**config.mk**
```make
export PLATFORM = sky130hd
export DESIGN_NAME = stps_ctrl
export DESIGN_NICKNAME = d
export VERILOG_FILES = /design/src/stps_pkg.sv /design/src/stps_ctrl.sv
export VERILOG_INCLUDE_DIRS = /design/src /design/src/src
export SDC_FILE = /design/constraint.sdc
export NUM_CORES = 1
export LEC_CHECK = 0
export ABC_CLOCK_PERIOD_IN_PS = 2000
export BUFFER_PORTS_ARGS = -buffer_cell sky130_fd_sc_hd__buf_2
export CAP_MARGIN = 40
export CORE_AREA = 2 2 39 41
export CTS_CLUSTER_SIZE = 8
export DETAILED_ROUTE_END_ITERATION = 6
export DIE_AREA = 0 0 41 43
export PLACE_DENSITY = 0.43
export SETUP_SLACK_MARGIN = 0.2
export SYNTH_ARGS = -nofsm -noshare
export SYNTH_HDL_FRONTEND = slang
export SYNTH_SLANG_ARGS = --single-unit
```
**constraint.sdc**
```tcl
create_clock -name clk_i -period 2 [get_ports clk_i]
set_input_delay 0.4 -clock clk_i [delete_from_list [all_inputs] [get_ports clk_i]]
set_output_delay 0.4 -clock clk_i [all_outputs]
set_load 0.05 [all_outputs]
```
**src/assert_macros.svh**
```systemverilog
// Assertion helper macros for the time table search block.
// Each macro expects clk_i and rst_ni to be visible in the calling module.
`ifndef ASSERT_MACROS_SVH
`define ASSERT_MACROS_SVH

// Property that must hold at every clock edge outside of reset.
`define STPS_ASSERT(lbl, prop, msg) \
  lbl: assert property (@(posedge clk_i) disable iff (!rst_ni) prop) else $error(msg);

// Condition that must never be true outside of reset.
`define STPS_NEVER(lbl, cond, msg) \
  lbl: assert property (@(posedge clk_i) disable iff (!rst_ni) !(cond)) else $error(msg);

`endif

```
**src/stps_pkg.sv**
```systemverilog
// Shared types and constants for the sorted time predecessor search block.
// Used by the controller, the datapath and the top level.
package stps_pkg;

  // Fixed field widths.
  localparam int TIME_W          = 40;
  localparam int CNT_REG_W       = 11;
  localparam int FIDX_W          = 10;
  localparam int DEF_MAX_ENTRIES = 1024;

  // Stream payload widths, padded to whole bytes.
  localparam int IN_TDATA_W  = 56;
  localparam int OUT_TDATA_W = 16;

  // Configuration port.
  localparam int CFG_IDX_W = 1;
  localparam logic [CFG_IDX_W-1:0] CFG_ENTRY_COUNT = 1'b0;
  localparam logic [CFG_IDX_W-1:0] CFG_END_TIME    = 1'b1;

  // Item kinds carried in the input tuser.
  typedef enum logic {
    OP_WRITE = 1'b0,
    OP_QUERY = 1'b1
  } op_e;

  // Commands from the controller to the datapath.
  typedef struct packed {
    logic write;      // store the accepted entry time
    logic load;       // capture an accepted query and set up the interval
    logic rd_first;   // read entry 0 instead of the next midpoint
    logic step;       // narrow the interval using the last read entry
    logic out_load;   // load the output register
    logic out_found;  // hit flag for the loaded result
  } cmd_t;

  // Status from the datapath to the controller.
  typedef struct packed {
    logic miss;  // empty table, query before entry 0 or at or past end time
    logic more;  // interval still spans more than one entry after this cycle
  } status_t;

endpackage

```
**src/stps_ctrl.sv**
```systemverilog
// Controller state machine of the time table search: input handshake,
// search sequencing and the output valid flag. Uses stps_pkg.
`include "assert_macros.svh"

module stps_ctrl (
  input  logic              clk_i,
  input  logic              rst_ni,
  input  logic              in_valid_i,
  input  stps_pkg::op_e     in_op_i,
  output logic              in_ready_o,
  output logic              out_valid_o,
  input  logic              out_ready_i,
  input  stps_pkg::status_t status_i,
  output stps_pkg::cmd_t    cmd_o
);
  import stps_pkg::*;

  typedef enum logic [1:0] {
    S_IDLE,
    S_CHECK,
    S_SEARCH,
    S_RESULT
  } state_e;

  state_e state_q;
  logic   out_valid_q;
  logic   hit_q;
  logic   accept;
  logic   out_free;

  assign accept   = in_valid_i && (state_q == S_IDLE);
  assign out_free = !out_valid_q || out_ready_i;

  // Commands decoded from the current state and the input handshake.
  always_comb begin
    cmd_o           = '0;
    cmd_o.write     = accept && (in_op_i == OP_WRITE);
    cmd_o.load      = accept && (in_op_i == OP_QUERY);
    cmd_o.rd_first  = (state_q == S_IDLE);
    cmd_o.step      = (state_q == S_SEARCH);
    cmd_o.out_load  = (state_q == S_RESULT) && out_free;
    cmd_o.out_found = hit_q;
  end

  // State, hit flag and output valid.
  always_ff @(posedge clk_i or negedge rst_ni) begin
    if (!rst_ni) begin
      state_q     <= S_IDLE;
      out_valid_q <= 1'b0;
      hit_q       <= 1'b0;
    end else begin
      if ((state_q == S_RESULT) && out_free) begin
        out_valid_q <= 1'b1;
      end else if (out_valid_q && out_ready_i) begin
        out_valid_q <= 1'b0;
      end
      unique case (state_q)
        S_IDLE: begin
          if (accept && (in_op_i == OP_QUERY)) begin
            state_q <= S_CHECK;
          end
        end
        S_CHECK: begin
          hit_q <= !status_i.miss;
          if (status_i.miss || !status_i.more) begin
            state_q <= S_RESULT;
          end else begin
            state_q <= S_SEARCH;
          end
        end
        S_SEARCH: begin
          if (!status_i.more) begin
            state_q <= S_RESULT;
          end
        end
        S_RESULT: begin
          if (out_free) begin
            state_q <= S_IDLE;
          end
        end
        default: state_q <= S_IDLE;
      endcase
    end
  end

  assign in_ready_o  = (state_q == S_IDLE);
  assign out_valid_o = out_valid_q;

  `STPS_ASSERT(a_query_busy, cmd_o.load |=> !in_ready_o, "query accepted but still ready")
  `STPS_ASSERT(a_load_free, cmd_o.out_load |-> out_free, "result overwrites an untaken result")

endmodule

```
Yosys cells after proc, flatten, opt, wreduce, memory -nomap -nowiden
Cells that the tools add are included.

operators by class
  bitwise gates (word level) = 1
  reduce and logical (&&, ||, !) cells = 13
  equality and inequality tests = 6
  multiplexer cells = 7

operators with widths
  operator                                       count
  case mux 2 bit (4 select lines)                1
  two-way mux 2 bit                              3
  logical AND 1 bit                              5
  == test 2 bit, second input constant           2
  != test 2 bit, second input constant           2
  logical NOT 1 bit                              3
  two-way mux 1 bit                              3
  AND reduction 3 bit                            1
  == test 2 x 1 -> 1 bit, second input constant  1
  logical NOT 2 bit                              1
  logical OR 1 bit                               2
  != test 2 x 1 -> 1 bit, second input constant  1
  nonzero test 2 bit                             1
  inverter 1 bit                                 1

storage, ports and cells
  output and inout port bits = 8
  bits in registers = 4
  logic and storage cells = 30

Longest topological paths before layout
Gate-level depths: netlist of the first run.

  depth after elaboration = 5
  mapped depth = 5
  mapped depth without buffers = 5

Least setup slack after synthesis of the first run
Ideal clock, no wire load.

  path type = flip-flop to output port
  start = register state_q[0]
  end = output cmd_o[5] (netlist bit)
  data arrival time = 1.778 ns
  cell stages (with the launch flop) = 5
  required time = 1.600 ns
  path slack = -0.178 ns
  path buffers = 0
  cell sequence = dfrtp_1 > inv_1 > ha_1 > nand2_1 > nor2_1

RTL lines
  what                    RTL line         RTL
  start, declared         stps_ctrl.sv:25  state_e state_q;
  start signal, assigned  stps_ctrl.sv:48  state_q <= S_IDLE;
  start signal, assigned  stps_ctrl.sv:60  state_q <= S_CHECK;
  start signal, assigned  stps_ctrl.sv:66  state_q <= S_RESULT;
  end, declared           stps_ctrl.sv:14  output stps_pkg::cmd_t cmd_o

==> results of run 1 <==
registers in the layout, summed over array words and instances, names as in the netlist:
| signal | flops |
|---|---|
| state_q | 2 |
| out_valid_o | 1 |
| hit_q | 1 |
metal layers:
layer	routed length (µm)	global-route usage
met1	286	0.1042
met2	316	0.1188
met3	44	0.04712
met4	10	0.08000
met5	0	0
cell families (layout without fill, tap and decap cells):
kind of cell / Yosys count / in the layout / synth area share
simple gates: 13 / 13 / 0.2683
buf+inv: 5 / 21 / 0.08535
fa+ha+maj: 4 / 4 / 0.1626
compound gates: 4 / 4 / 0.1097
flops: 4 / 4 / 0.3252
mux: 1 / 1 / 0.04877
metrics by stage:
step | utilization | cells
2_1_floorplan | - | 31
3_3_place_gp | 0.2839 | 59
3_5_place_dp | 0.2839 | 59
4_1_cts | 0.3110 | 63
5_1_grt | 0.3210 | 63
6_report | 0.3210 | 63
cell type report:
class                           count  area (µm²)
Inverter                            3       11.26
Clock buffer                        3       22.52
Fill cell                         160       939.7
Sequential cell                     4       100.1
Timing Repair Buffer               15       88.84
Tap cell                           16       20.02
Multi-Input combinational cell     22       201.4
worst max path at each step:
stage	start	end	slack (ns)	depth (start not counted)
final	state_q[0]$_DFFE_PN0P_	cmd_o[4]	0.28	4
after global routing	state_q[0]$_DFFE_PN0P_	cmd_o[4]	0.21	4
after CTS	state_q[0]$_DFFE_PN0P_	cmd_o[5]	0.23	5
after detailed placement	state_q[0]$_DFFE_PN0P_	cmd_o[5]	0.42	5
after global placement	state_q[0]$_DFFE_PN0P_	cmd_o[4]	0.43	4
after floorplan	state_q[0]$_DFFE_PN0P_	cmd_o[5]	0.31	4
placed cells by master (no fill, tap or decap), types with 2 or more instances in the layout:
master,Yosys,layout
buf_2,0,12
dfrtp_1,4,4
inv_1,3,3
nand2_1,3,3
ha_1,4,3
clkbuf_4,0,3
nand2b_1,2,2
worst register-to-register path, cell delays in order (launching register included):
cell	delay, ns
dfrtp_1	0.42
inv_1	0.14
ha_4	0.18
a21bo_1	0.20
and3_4	0.18
mux2_4	0.29
what timing repair did:
| action | in CTS | in global routing |
|---|---|---|
| setup buffers | 0 | 0 |
| hold buffers | 1 | 0 |
| endpoints found under the hold margin | 4 | 0 |
| setup endpoints to repair | 2 | 2 |
| resized for setup | 2 | 2 |
==> metrics.log, run 1 <==
[metrics] layout cells sized above 1: 0.5106
[metrics] global-route congestion overflow total: 0
[metrics] result of the run: completed
[metrics] post-synthesis sequential area ratio: 0.3252
[metrics] IO Count: 15
[metrics] TritonCTS clock tree: yes
[metrics] post-synthesis instance total: 31
[metrics] buffer cell driving the clock tree root: clkbuf_4
[metrics] post-detailed-route count of antenna-violating nets: 0
[metrics] hold crit path type: input port to flip-flop
[metrics] reg2reg end: state_q[1]$_DFFE_PN0P_
[metrics] required time reported for the critical path endpoint: 1.60 ns
[metrics] Port Buffer Count: 14
[metrics] clock transition time at the flip-flop clock pins of the worst setup and hold paths: 0.04 ns
[metrics] syn avg cell area: 9.929 µm²
[metrics] final antenna diode count: 0
[metrics] total number of vias: 259
[metrics] Setup crit end kind: output pin
[metrics] TritonCTS Buffers: 3
[metrics] worst-margin pin slew: 0.2489 ns
[metrics] Initial Util: 0.2224
[metrics] prevailing post-synth register cell: dfrtp_1
[metrics] maximum number of pins on one net before global-route repair: 8
[metrics] most frequent cells after synthesis: dfrtp_1, ha_1, inv_1, nand2_1
[metrics] worst stage delay on the critical path: 0.42 ns
[metrics] GP Congestion: 0.7485
[metrics] worst slack, placed: 0.4204 ns
[metrics] series of cell instances along the critical path: inv_1 -> ha_4 -> and3_2 -> buf_4
[metrics] average wire per cell in the routed design: 10.44 µm
[metrics] biggest area contributors in the synthesized netlist: dfrtp_1, ha_1, buf_4
[metrics] number of violations reported at the end of detailed-routing iteration 0: 4
[metrics] proportion of synthesized flip-flops having asynchronous set or reset: 1.000
[metrics] number of synthesized register bits: 4
[metrics] crit path setup slack, layout: 0.2757 ns
[metrics] Net count, final: 60
[metrics] Total Routing Usage GR: 0.09173
[metrics] unrepaired setup endpoints after global routing: false
[metrics] final count of pins violating max slew: 0
[metrics] end point of the most critical hold path: hit_q$_DFFE_PN0P_
[metrics] max frequency: 580.0 MHz
[metrics] number of buffers on the longest clock path: 2
[metrics] cell area after synthesis: 307.8 µm²
[metrics] initial antenna violation count: 0
[metrics] final worst hold slack: 0.3630 ns
[metrics] Yosys Warn Count: 0
[metrics] via count of the first global-routing pass: 250
[metrics] horizontal extent of the die: 41 µm
[metrics] number of distinct standard cells referenced by the synthesized netlist: 19
[metrics] core outline area: 0.001384 mm²
[metrics] Fin Setup TNS: 0 ns
[metrics] Rows: 14
[metrics] via-per-instance ratio: 4.111
[metrics] post-route cell area: 444.2 µm²
[metrics] setup slack, reg-to-reg: 0.48 ns
[metrics] cell depth of the worst flop-to-flop path: 5
[metrics] R2R Path Start: state_q[0]$_DFFE_PN0P_
[metrics] number of buffer and inverter stages on the critical path: 2
[metrics] area leader, netlist: dfrtp_1
[metrics] slew margin rel.: 0.8352
[metrics] final setup fails: 0
[metrics] Sink Count: 4
[metrics] first-pass GRT wire length: 1.014 mm
[metrics] sort of element at the start of the critical path: flip-flop
[metrics] total placed instance area: 392.9 µm²
[metrics] First-pass DRT Iterations: 4
[metrics] later-pin clock latency in the skew report: 0.24 ns
[metrics] final clock skew: 0.005328 ns
[metrics] post-synth top area share: 0.3252
[metrics] count of flip-flops with a built-in enable after synthesis: 0
[metrics] worst path arrival time: 1.32 ns
[metrics] number of failing hold endpoints at the final stage: 0
[metrics] maximum level of the CTS H-tree: 1
[metrics] highest net fanout along the worst path: 7
[metrics] Worst path slowest cell: dfrtp_1
[metrics] instance count along the most critical hold path: 2
[metrics] count of unresolved DRC violations after routing: 0
[metrics] number of maximum-capacitance constraint violations: 0
[metrics] syn_nets: 42
[metrics] Final Critical Period: 1.724 ns
[metrics] hold wc startpoint: status_i[1]
[metrics] Final Cycle Share: 0.8621
[metrics] floorplan die height: 43 µm
[metrics] area grow syn2layout: 44.31%
[metrics] cell type group with the largest total delay on the critical path: flip-flops
[metrics] Worst Path Class, Setup: flip-flop to output pin
[metrics] final wirelength: 658 µm
[metrics] Die Outline Area: 0.001763 mm²
Power of run 1 is not shown: default switching activity piles up to over one toggle a cycle in this logic, so the estimate is an artifact.
==> run 2, diff against run 1 <==
--- a/config.mk
+++ b/config.mk
@@ -10,6 +10,7 @@
 export BUFFER_PORTS_ARGS = -buffer_cell sky130_fd_sc_hd__buf_2
 export CAP_MARGIN = 40
 export CORE_AREA = 2 2 39 41
+export CTS_BUF_LIST = sky130_fd_sc_hd__clkbuf_16
 export CTS_CLUSTER_SIZE = 8
 export DETAILED_ROUTE_END_ITERATION = 6
 export DIE_AREA = 0 0 41 43
==> run 2 against run 1 <==
Clock-buffer cell count unchanged. Global-route usage increased by 1.3 points. Final cell count unchanged. Via count increased by 2.3%. Register-to-register slack got worse by 0.02 ns. Worst setup slack got worse by 0.011 ns. Sequential cell count unchanged. Worst hold slack improved by 0.015 ns. Wire length increased by 1.2%. Die area unchanged. Fmax decreased by 0.65%. Critical endpoint unchanged. Highest routed layer unchanged.
==> metrics.log, run 2 (synthesis gave the netlist of run 1 again) <==
[metrics] final setup fails: 0 (unchanged)
[metrics] Crit path depth: 4 (unchanged)
[metrics] Final Cycle Share: 0.8678 (+0.005615)
[metrics] Die Outline Area: 0.001763 mm² (unchanged)
[metrics] Rows: 14 (unchanged)
[metrics] GP Congestion: 0.7485 (unchanged)
[metrics] cell depth of the worst flop-to-flop path: 5 (unchanged)
[metrics] initial antenna violation count: 0 (unchanged)
[metrics] later-pin clock latency in the skew report: 0.23 ns (about the same)
[metrics] Fin Setup TNS: 0 ns (unchanged)
[metrics] Sink Count: 4 (unchanged)
[metrics] final wirelength: 666 µm (+1.2%)
[metrics] max FFs per register: 2 (unchanged)
[metrics] maximum number of pins on one net before global-route repair: 8 (unchanged)
[metrics] via-per-instance ratio: 4.206 (+2.3%)
[metrics] global-route congestion overflow total: 0 (unchanged)
[metrics] sort of element at the start of the critical path: flip-flop
[metrics] core outline area: 0.001384 mm² (unchanged)
[metrics] required time reported for the critical path endpoint: 1.60 ns (about the same)
[metrics] TritonCTS clock tree: yes
[metrics] number of buffers on the longest clock path: 2 (unchanged)
[metrics] TritonCTS Buffers: 3 (unchanged)
[metrics] count of unresolved DRC violations after routing: 0 (unchanged)
[metrics] most frequent standard cell in the layout excluding fill and tap cells: buf_2
[metrics] number of violations reported at the end of detailed-routing iteration 0: 2 (-2)
[metrics] Port Buffer Count: 14 (unchanged)
[metrics] buffers inserted by post-CTS timing repair: 0 (unchanged)
[metrics] number of maximum-capacitance constraint violations: 0 (unchanged)
[metrics] average wire per cell in the routed design: 10.57 µm (+1.2%)
[metrics] worst stage delay on the critical path: 0.42 ns (about the same)
[metrics] area grow syn2layout: 58.13%
[metrics] horizontal extent of the die: 41 µm (unchanged)
[metrics] largest reg by FF count: state_q
[metrics] IO Count: 15 (unchanged)
[metrics] floorplan die height: 43 µm (unchanged)
[metrics] Initial Util: 0.2224 (unchanged)
[metrics] total number of vias: 265 (+2.3%)
[metrics] clock transition time at the flip-flop clock pins of the worst setup and hold paths: 0.03 ns (about the same)
[metrics] highest net fanout along the worst path: 7 (unchanged)
[metrics] unrepaired setup endpoints after global routing: false
[metrics] maximum level of the CTS H-tree: 1 (unchanged)
[metrics] hold crit path type: input port to flip-flop
[metrics] worst path arrival time: 1.34 ns (+0.02 ns)
[metrics] Worst path slowest cell: dfrtp_1
[metrics] most frequent cells in the layout: buf_2, dfrtp_1
[metrics] max frequency: 576.2 MHz (-0.65%)
[metrics] worst-margin pin slew: 0.2489 ns (+0.00003135 ns)
[metrics] number of failing hold endpoints at the final stage: 0 (unchanged)
[metrics] number of buffer and inverter stages on the critical path: 2 (unchanged)
[metrics] Net count, final: 60 (unchanged)
[metrics] Worst Path Class, Setup: flip-flop to output pin
[metrics] Final Critical Period: 1.736 ns (+0.01123 ns)
[metrics] post-detailed-route count of antenna-violating nets: 0 (unchanged)
[metrics] First-pass DRT Iterations: 2 (-2)
[metrics] result of the run: completed
[metrics] final antenna diode count: 0 (unchanged)
[metrics] via count of the first global-routing pass: 254 (+1.6%)
[metrics] first-pass GRT wire length: 1.083 mm (+6.8%)
[metrics] Setup crit end kind: output pin
[metrics] Total Routing Usage GR: 0.1047 (+0.01300)
[metrics] layout cells sized above 1: 0.5106 (unchanged)
[metrics] cell type group with the largest total delay on the critical path: flip-flops
[metrics] instance count along the most critical hold path: 2 (unchanged)
[metrics] final count of pins violating max slew: 0 (unchanged)
[metrics] series of cell instances along the critical path: inv_1 -> ha_2 -> and3_2 -> buf_4
[metrics] final clock skew: 0.001703 ns (-0.003625 ns)
[metrics] buffer cell driving the clock tree root: clkbuf_16
[metrics] # fillers: 154 (-3.8%)
[metrics] slew margin rel.: 0.8352 (about the same)
## run 2: cell counts in the layout (fill, tap and decap cells not counted)
Identical to the previous run, type by type.
## run 2: cell type report
class	instances	area, µm²	share of cell area
multi-input cells	22	191.4	0.3933
flip-flops and latches	4	100.1	0.2057
repair buffers	15	88.84	0.1825
clock buffers	3	75.07	0.1542
well taps	16	20.02	0.04113
inverters	3	11.26	0.02314
## run 2: metal layers
metal / track usage / wire, µm
met4: 0.1200 / 31
met2: 0.1313 / 300
met3: 0.06283 / 55
met5: 0 / 0
met1: 0.1039 / 279
## run 2: worst reg2reg max path, stage by stage (launching register included)
cell	delay, ns
dfrtp_1	0.42
inv_1	0.10
ha_2	0.23
a21bo_1	0.21
and3_4	0.18
mux2_4	0.29
## run 2: final timing paths
check / start / endpoint / slack (ns)
min in group asynchronous: rst_ni / out_valid_o$_DFFE_PN0P_ / 0.51
worst min-delay path: status_i[1] / hit_q$_DFFE_PN0P_ / 0.38
max in group asynchronous: rst_ni / state_q[1]$_DFFE_PN0P_ / 1.37
worst max-delay path: state_q[0]$_DFFE_PN0P_ / cmd_o[4] / 0.26
worst max register to register: state_q[0]$_DFFE_PN0P_ / state_q[1]$_DFFE_PN0P_ / 0.46
worst min register to register: hit_q$_DFFE_PN0P_ / hit_q$_DFFE_PN0P_ / 0.48
## run 2: timing repair
| item | CTS | global route |
|---|---|---|
| hold buffers | 1 | 0 |
| endpoints found under the hold margin | 4 | 0 |
| gates resized for setup | 2 | 1 |
| endpoints found under the setup margin | 2 | 1 |
## run 2: per-stage QoR
step,setup slack (ns),cells,instance area [µm²],util,hold WS (ns)
6_report,0.2645,63,486.7,0.3517,0.3782
5_1_grt,0.2050,63,486.7,0.3517,0.3911
4_1_cts,0.2443,63,483.0,0.3490,0.3817
3_5_place_dp,0.4204,59,392.9,0.2839,0.2082
3_3_place_gp,0.4293,59,392.9,0.2839,0.2095
2_1_floorplan,0.3092,31,317.8,-,0.1044
Power of run 2 is left out for the same reason.
==> run 3, diff against run 2 <==
--- a/config.mk
+++ b/config.mk
@@ -6,7 +6,7 @@
 export SDC_FILE = /design/constraint.sdc
 export NUM_CORES = 1
 export LEC_CHECK = 0
-export ABC_CLOCK_PERIOD_IN_PS = 2000
+export ABC_CLOCK_PERIOD_IN_PS = 2050
 export BUFFER_PORTS_ARGS = -buffer_cell sky130_fd_sc_hd__buf_2
 export CAP_MARGIN = 40
 export CORE_AREA = 2 2 39 41
==> constraint.sdc (replaced) <==
create_clock -name clk_i -period 2.05 [get_ports clk_i]
set_input_delay 0.41 -clock clk_i [delete_from_list [all_inputs] [get_ports clk_i]]
set_output_delay 0.41 -clock clk_i [all_outputs]
set_load 0.05 [all_outputs]
==> run 3 against run 2 <==
Final cell count did not move. First-iteration DRC count rose to 4.5 times the previous value. Final area decreased by 1.8%. Global-route usage is 2.4 points lower. Via count rose by 0.75%. Register-to-register slack better by 0.04 ns. Non-clock buffer count unchanged. Wire length is 10% lower. Sequential share of layout area up 0.38 points. Critical endpoint unchanged. Largest cell class unchanged.
==> metrics.log, run 3 (synthesis gave the netlist of run 1 again) <==
[metrics] sort of element at the start of the critical path: flip-flop
[metrics] Die Outline Area: 0.001763 mm² (unchanged)
[metrics] post-detailed-route count of antenna-violating nets: 0 (unchanged)
[metrics] final wirelength: 599 µm (-10%)
[metrics] horizontal extent of the die: 41 µm (unchanged)
[metrics] highest net fanout along the worst path: 7 (unchanged)
[metrics] result of the run: completed
[metrics] required time reported for the critical path endpoint: 1.64 ns (+0.04 ns)
[metrics] maximum number of pins on one net before global-route repair: 8 (unchanged)
[metrics] unrepaired setup endpoints after global routing: true
[metrics] Setup crit end kind: output pin
[metrics] post-route cell area: 478.0 µm² (-1.8%)
[metrics] Final Critical Period: 1.777 ns
[metrics] global-route congestion overflow total: 0 (unchanged)
[metrics] First-pass DRT Iterations: 4 (+2)
[metrics] via-per-instance ratio: 4.238 (+0.75%)
[metrics] Net count, final: 60 (unchanged)
[metrics] buffer cell driving the clock tree root: clkbuf_16
[metrics] layout cells sized above 1: 0.5106 (unchanged)
[metrics] max frequency: 562.8 MHz
[metrics] max FFs per register: 2 (unchanged)
[metrics] Port Buffer Count: 14 (unchanged)
[metrics] core outline area: 0.001384 mm² (unchanged)
[metrics] final setup fails: 0 (unchanged)
[metrics] via count of the first global-routing pass: 213 (-16%)
[metrics] later-pin clock latency in the skew report: 0.22 ns (about the same)
[metrics] worst stage delay on the critical path: 0.42 ns (about the same)
[metrics] Layout Utilization: 0.3454 (-0.006329)
[metrics] total placed instance area: 387.9 µm² (-1.3%)
[metrics] Worst Path Class, Setup: flip-flop to output pin
[metrics] Total Routing Usage GR: 0.08040 (-0.02433)
[metrics] hold crit path type: input port to flip-flop
[metrics] worst path arrival time: 1.37 ns (+0.03 ns)
[metrics] floorplan die height: 43 µm (unchanged)
[metrics] largest reg by FF count: state_q
[metrics] number of violations reported at the end of detailed-routing iteration 0: 9 (+7)
[metrics] Worst path slowest cell: dfrtp_1
[metrics] number of failing hold endpoints at the final stage: 0 (unchanged)
[metrics] TritonCTS Buffers: 3 (unchanged)
[metrics] most frequent standard cell in the layout excluding fill and tap cells: buf_2
[metrics] worst-margin pin slew: 0.2482 ns (-0.0006988 ns)
[metrics] maximum level of the CTS H-tree: 1 (unchanged)
[metrics] number of buffers on the longest clock path: 2 (unchanged)
[metrics] initial antenna violation count: 0 (unchanged)
[metrics] crit path setup slack, layout: 0.2733 ns (+0.008802 ns)
[metrics] area grow syn2layout: 55.28%
[metrics] hpwl dp: 491.4 µm
[metrics] Final Cycle Share: 0.8667
[metrics] Fin Setup TNS: 0 ns (unchanged)
[metrics] total number of vias: 267 (+0.75%)
[metrics] most frequent cells in the layout: buf_2, dfrtp_1
[metrics] Rows: 14 (unchanged)
[metrics] first-pass GRT wire length: 814 µm (-25%)
[metrics] number of maximum-capacitance constraint violations: 0 (unchanged)
[metrics] count of unresolved DRC violations after routing: 0 (unchanged)
[metrics] average wire per cell in the routed design: 9.508 µm (-10%)
[metrics] GP Congestion: 0.6684 (-11%)
[metrics] Initial Util: 0.2224 (unchanged)
[metrics] series of cell instances along the critical path: inv_1 -> ha_2 -> and3_2 -> clkbuf_4
[metrics] Sink Count: 4 (unchanged)
[metrics] final clock skew: 0.001566 ns (-0.0001369 ns)
[metrics] slew margin rel.: 0.8356 (about the same)
[metrics] IO Count: 15 (unchanged)
[metrics] final count of pins violating max slew: 0 (unchanged)
[metrics] final antenna diode count: 0 (unchanged)
[metrics] # fillers: 153 (-0.65%)
[metrics] clock transition time at the flip-flop clock pins of the worst setup and hold paths: 0.03 ns (about the same)
[metrics] worst slack, placed: 0.4634 ns (+0.04300 ns)
[metrics] TritonCTS clock tree: yes
## run 3: cell count changes in the layout (fill, tap and decap cells not counted), sizes merged
cell,previous run,this run
buf,14,12
clkbuf,3,5
## run 3: layer usage
metal | global-route usage | routed length [µm] | part of all wire
met4 | 0.06000 | 14 | 0.023
met3 | 0.07853 | 43 | 0.072
met5 | 0 | 0 | 0
met2 | 0.1094 | 299 | 0.50
met1 | 0.06774 | 240 | 0.40
## run 3: cell type report
cell class              instances  area [µm²]  share of cell area
flip-flops and latches          4       100.1              0.2094
multi-input cells              22       186.4              0.3901
well taps                      16       20.02             0.04188
clock buffers                   3       75.07              0.1571
repair buffers                 15       85.08              0.1780
inverters                       3       11.26             0.02356
## run 3: what timing repair did
| item | 4_1_cts | 5_1_grt |
|---|---|---|
| setup buffers | 0 | 0 |
| resized for setup | 0 | 2 |
| hold endpoints to repair | 4 | 0 |
| hold buffers | 1 | 0 |
| endpoints found under the setup margin | 0 | 2 |
## run 3: worst max-delay path, delay by kind of cell (launching register included)
family	cells	cell delay, ns
buffers and inverters	2	0.32
adders and majority gates	1	0.23
DFF	1	0.42
and+or+nand+nor	1	0.18
## run 3: path summary, 6_finish.rpt
path | from | slack (ns) | to | depth (start not counted)
worst max-delay path | state_q[0]$_DFFE_PN0P_ | 0.27 | cmd_o[4] | 4
worst min-delay path | status_i[1] | 0.40 | hit_q$_DFFE_PN0P_ | 2
worst max register to register | state_q[0]$_DFFE_PN0P_ | 0.50 | state_q[1]$_DFFE_PN0P_ | 5
worst min register to register | hit_q$_DFFE_PN0P_ | 0.48 | hit_q$_DFFE_PN0P_ | 2
max in group asynchronous | rst_ni | 1.40 | state_q[0]$_DFFE_PN0P_ | 2
min in group asynchronous | rst_ni | 0.53 | hit_q$_DFFE_PN0P_ | 2
## run 3: metrics by stage
stage,std cells,hold slack [ns]
floorplan,31,0.1144
CTS,63,0.3979
finish,63,0.3956
global placement,59,0.2230
global route,63,0.3980
detailed placement,59,0.2204
Power of run 3 is left out for the same reason.
